## config.mk

```make
export PLATFORM = sky130hd
export DESIGN_NAME = bsnt_ctrl
export DESIGN_NICKNAME = d
export VERILOG_FILES = /design/src/bsnt_pkg.sv /design/src/bsnt_ctrl.sv
export SDC_FILE = /design/constraint.sdc
export NUM_CORES = 1
export LEC_CHECK = 0
export BUFFER_PORTS_ARGS = -buffer_cell sky130_fd_sc_hd__buf_2
export CAP_MARGIN = 20
export CORE_AREA = 2 2 39 41
export DETAILED_ROUTE_END_ITERATION = 10
export DIE_AREA = 0 0 41 43
export PLACE_DENSITY_LB_ADDON = 0.25
export SLEW_MARGIN = 25
export SYNTH_ARGS = -nofsm -noshare
export SYNTH_HDL_FRONTEND = slang
export SYNTH_SLANG_ARGS = --single-unit
```

## constraint.sdc

```tcl
create_clock -name clk -period 1.4 [get_ports clk]
set_clock_uncertainty 0.1 [all_clocks]
set_input_delay 0.14 -clock clk [delete_from_list [all_inputs] [get_ports clk]]
set_output_delay 0.14 -clock clk [all_outputs]
set_load 0.02 [all_outputs]
```

## src/bsnt_pkg.sv

```systemverilog
// ----------------------------------------------------------------------------
// bsnt_pkg
// Shared types, constants and helpers of the binary search name table.
// ----------------------------------------------------------------------------
package bsnt_pkg;

	localparam int NameWords         = 7;
	localparam int WordBytes         = 7;
	localparam int WordW             = 56;
	localparam int KeyW              = NameWords * WordW;
	localparam int EntryCountW       = 11;
	localparam int ComparisonsW      = 32;
	localparam int TableDepthDefault = 1024;
	localparam int NameBytesDefault  = 49;

	localparam logic ModeAppend = 1'b0;
	localparam logic ModeSearch = 1'b1;

	typedef struct packed {
		logic             mode;
		logic [WordW-1:0] name_chars_0;
		logic [WordW-1:0] name_chars_1;
		logic [WordW-1:0] name_chars_2;
		logic [WordW-1:0] name_chars_3;
		logic [WordW-1:0] name_chars_4;
		logic [WordW-1:0] name_chars_5;
		logic [WordW-1:0] name_chars_6;
	} bsnt_item_t;

	typedef struct packed {
		logic                    found;
		logic [ComparisonsW-1:0] comparisons;
		logic                    table_full;
		logic [EntryCountW-1:0]  entry_count;
	} bsnt_result_t;

	typedef struct packed {
		logic load;
		logic probe;
	} bsnt_cmd_t;

	typedef struct packed {
		logic go_probe;
		logic stop;
	} bsnt_sts_t;

	function automatic logic [WordW-1:0] limit_word(input logic [WordW-1:0] v,
			input int word_idx, input int name_bytes);
		logic [WordW-1:0] mask;
		mask = '0;
		for (int k = 0; k < WordBytes; k++) begin
			if (word_idx * WordBytes + k < name_bytes)
				mask[WordW-1-8*k -: 8] = 8'hFF;
		end
		return v & mask;
	endfunction

	function automatic logic [KeyW-1:0] build_key(input bsnt_item_t item,
			input int name_bytes);
		return {limit_word(item.name_chars_0, 0, name_bytes),
			limit_word(item.name_chars_1, 1, name_bytes),
			limit_word(item.name_chars_2, 2, name_bytes),
			limit_word(item.name_chars_3, 3, name_bytes),
			limit_word(item.name_chars_4, 4, name_bytes),
			limit_word(item.name_chars_5, 5, name_bytes),
			limit_word(item.name_chars_6, 6, name_bytes)};
	endfunction

endpackage

```

## src/bsnt_ctrl.sv

```systemverilog
// ----------------------------------------------------------------------------
// bsnt_ctrl
// Sequencer: takes a command beat, steps the probe loop, strobes the result.
// ----------------------------------------------------------------------------
module bsnt_ctrl (
	input  logic                clk,
	input  logic                arst_n,
	input  logic                start,
	input  bsnt_pkg::bsnt_sts_t sts,
	output bsnt_pkg::bsnt_cmd_t cmd,
	output logic                busy,
	output logic                done
);

	localparam logic [1:0] StIdle  = 2'd0;
	localparam logic [1:0] StProbe = 2'd1;
	localparam logic [1:0] StDone  = 2'd2;

	logic [1:0] state_q;
	logic [1:0] state_d;

	always_comb begin
		state_d   = state_q;
		cmd.load  = 1'b0;
		cmd.probe = 1'b0;
		case (state_q)
			StIdle: begin
				if (start) begin
					cmd.load = 1'b1;
					state_d  = sts.go_probe ? StProbe : StDone;
				end
			end
			StProbe: begin
				cmd.probe = 1'b1;
				if (sts.stop)
					state_d = StDone;
			end
			StDone: begin
				state_d = StIdle;
			end
			default: begin
				state_d = StIdle;
			end
		endcase
	end

	always_ff @(posedge clk or negedge arst_n) begin
		if (!arst_n)
			state_q <= StIdle;
		else
			state_q <= state_d;
	end

	assign busy = (state_q != StIdle);
	assign done = (state_q == StDone);

	a_load_busy: assert property (@(posedge clk) disable iff (!arst_n)
		cmd.load |=> busy) else $error("busy not raised after command beat");
	a_stop_done: assert property (@(posedge clk) disable iff (!arst_n)
		(cmd.probe && sts.stop) |=> done) else $error("result missing after last probe");
	a_done_free: assert property (@(posedge clk) disable iff (!arst_n)
		done |=> !busy) else $error("block still busy after result beat");

endmodule

```

### Yosys cells after proc, flatten, opt, wreduce, memory -nomap -nowiden

Index checks and enable logic that the tools add are counted.

* bits in registers: 2
* input port bits: 5
* output and inout port bits: 4
* word-level logic and storage cells: 15

* eq/ne operators: 4
* multiplexer cells: 7
* reductions and logical operators: 3

Operator list (number)
* 2-to-1 mux 2 bit: 3
* != test 2 bit, second input constant: 2
* one-hot mux 2 bit (2 select lines): 1
* 2-to-1 mux 1 bit: 3
* == test 2 x 1 -> 1 bit, second input constant: 1
* == test 2 bit, second input constant: 1
* zero test 2 bit: 1
* AND reduction 2 bit: 1
* nonzero test 2 bit: 1

### Logic depth before layout (Yosys ltp)

* word-level depth: 3
* depth in mapped cells: 2
* mapped depth without buffers: 2

### Worst setup path before layout

OpenSTA, ideal clock, no wires.

* path type: register -> output
* start: register state_q[0]
* end: output cmd[1] (netlist name)
* arrival: 0.944 ns
* data required time: 1.160 ns
* slack: 0.216 ns
* stages on the path, launching flop included: 3
* path buffers: 0
* path through: dfrtp_1 -> or2_4 -> nor2_1

RTL lines
* start: declaration: RTL line bsnt_ctrl.sv:19 `logic [1:0] state_q;`
* start signal: assignment: RTL line bsnt_ctrl.sv:49 `state_q <= StIdle;`
* start signal: assignment: RTL line bsnt_ctrl.sv:51 `state_q <= state_d;`
* end: declaration: RTL line bsnt_ctrl.sv:10 `output bsnt_pkg::bsnt_cmd_t cmd,`

==> results_dict.tcl <==
set metrics [dict create \
    outcome "finished clean" \
    worstSetupPathType "flop to primary output" \
    fp.dieH_um 43 \
    cts_tree "done" \
    path_clk_slew_ns 0.03 \
    hp-class "primary input to flop" \
    drt_pre_antenna_iters 1 \
    h-tree-depth 1 \
    drc 0 \
    layout.nets 31 \
    critPathRequiredTime_ns 1.16 \
    powerDensity_mw_per_mm2 1460 \
    insertion_delay_ns 0.23 \
    mostFrequentLayoutCells "buf_2 (7), clkbuf_4 (3), inv_1 (2), o2bb2ai_1 (2), dfrtp_1 (2)" \
    hold_violations 0 \
    coreArea_mm2 0.00138 \
    grt_usage 0.0512 \
    cts-root-buf "clkbuf_4" \
    totalWireLength_um 324 \
    critPathCaptureType "primary output" \
    place_hpwl_um 229 \
    vias_per_cell 3.08 \
    finalCritPeriodShare 0.952 \
    grt_overflow 0 \
    vias 123 \
    mappedNetlistNets 17 \
    postCtsSetupBuffers 0 \
    port_buffers 8 \
    slew-limit-headroom 0.855 \
    crit_arrival_ns 1.09 \
    leakagePower_nw 0.112 \
    dpl-instance-area_um2 173 \
    fmax_mhz 750 \
    synthDominantCellAreaShare 0.444 \
    clock_path_buffers 2 \
    clock_sinks 2 \
    slowest_delay_ns 0.37 \
    ys_seq_area_frac 0.444 \
    ant_nets 0 \
    largest_reg_flops 2 \
    fin_area_um2 210 \
    p_int_mw 0.206 \
    die_w_um 41 \
    drt-initial-drc-count 0 \
    syn_avg_cell_area_um2 9.38 \
    multiInputGateArea_um2 57.6 \
    drive_gt1_frac 0.583 \
    start_util 0.0814 \
    insertedDiodeCount 0 \
    grt_max_degree 5 \
    cts_buffers 3 \
    path_max_fanout 4 \
    ys_ff_latch 2 \
    switching_share 0.325 \
    final_common_cell "buf_2" \
    synth_top_area_cell "dfrtp_1" \
    met3_usage 0.0209 \
    pin_count 9 \
    antenna_found_initial 0 \
    dieArea_mm2 0.00176 \
    cp_cell_sequence "or2_4, nor2_2, buf_4" \
    top_usage_layer "met4" \
    setup_viol 0 \
    rsz0062_at_grt "false" \
    n_fill_cell 155 \
    synth_cell_types 9 \
    start_kind "flop" \
    fin_crit_ns 1.33 \
    synthCells 12 \
    largest_register "state_q" \
    met1_usage 0.0482 \
    clockPowerShare 0.433 \
    reg.largest.list "state_q (2)" \
    drt-wirelength-per-cell_um 8.10 \
    worstMarginPinSlew_ns 0.218 \
    row_count 14 \
    seqCellArea_um2 50.0 \
    met2_usage 0.0625 \
    synth_area_leaders "dfrtp_1 (44%), o2bb2ai_1 (16%), and2b_2 (7.8%), or2_4 (7.8%), inv_1 (6.7%)" \
    crit_path_top_delay_cell "dfrtp_1" \
    drv_slew 0 \
    power_frac_comb 0.330 \
    p_seq_frac 0.237 \
    ir_drop_v 0.000269 \
    cap_violations 0 \
    yosysWarnings 0 \
    setup_tns_ns 0 \
    gp_congestion 0.545 \
    area_delta_synth_final_pct 86.7 \
    grt_pass1_wl_um 524 \
    netlist_area_um2 113 \
    first_global_vias 156 \
    p_sw_mw 0.0995 \
]
==> power by group through the flow <==
stage                     clock (mW)  combinational, mW  sequential, mW
final                          0.132              0.101          0.0726
after global routing           0.143              0.110          0.0745
after CTS                      0.138             0.0967          0.0725
after detailed placement           0             0.0942          0.0733
after global placement             0             0.0917          0.0727
after floorplan                    0             0.0626          0.0723
==> kinds of logic after synthesis <==
kind of cell           Yosys count  synth area share
AO/OA/AOI/OAI                    2             0.156
AND/OR/NAND/NOR                  6             0.333
buffers and inverters            2            0.0667
flip-flops                       2             0.444
==> per-layer routing <==
layer | routed length [um] | vias up
li1 | - | 64
met1 | 128 | 50
met2 | 142 | 9
met3 | 53 | 0
met4 | 0 | 0
met5 | 0 | -
==> synth_stat cells <==
master	instances
nand2b_1	1
and2b_2	1
dfrtp_1	2
nor2b_1	1
nand2_1	1
nor2_1	1
or2_4	1
o2bb2ai_1	2
inv_1	2
==> critical path, delay by kind of cell (launching register included) <==
kind | cells | cell delay (ns)
DFF | 1 | 0.37
buffers and inverters | 1 | 0.14
and+or+nand+nor | 2 | 0.35
==> per-stage QoR <==
step	power, mW	setup slack, ns	instances	hold slack (ns)	utilization
after floorplan	0.135	0.216	12	-0.256	-
after global placement	0.164	0.299	36	-0.174	0.125
after detailed placement	0.167	0.289	36	-0.170	0.125
after CTS	0.308	0.0396	40	0.0355	0.148
after global routing	0.328	0.00399	40	0.0526	0.152
final	0.306	0.0671	40	0.0422	0.152
==> cell type report <==
class | instances | area share
Tap cell | 16 | 0.0952
Sequential cell | 2 | 0.238
Clock buffer | 3 | 0.107
Inverter | 2 | 0.0357
Multi-Input combinational cell | 8 | 0.274
Timing Repair Buffer | 9 | 0.250
==> timing repair <==
action	in CTS	in global routing
gates resized for setup	0	2
endpoints found under the setup margin	0	1
hold buffers	1	0
endpoints found under the hold margin	2	0
==> path summary, 6_finish.rpt <==
kind / from / end / slack (ns) / cells after the start
hold reg to reg: state_q[1]$_DFFE_PN0P_ / state_q[0]$_DFFE_PN0P_ / 0.48 / 2
setup reg to reg: state_q[0]$_DFFE_PN0P_ / state_q[1]$_DFFE_PN0P_ / 0.44 / 2
min in group asynchronous: arst_n / state_q[0]$_DFFE_PN0P_ / 0.13 / 2
max in group asynchronous: arst_n / state_q[1]$_DFFE_PN0P_ / 0.97 / 2
setup / recovery: state_q[0]$_DFFE_PN0P_ / cmd[1] / 0.07 / 3
hold / removal: sts[0] / state_q[1]$_DFFE_PN0P_ / 0.04 / 2
Power figures use the tool's default switching activity.
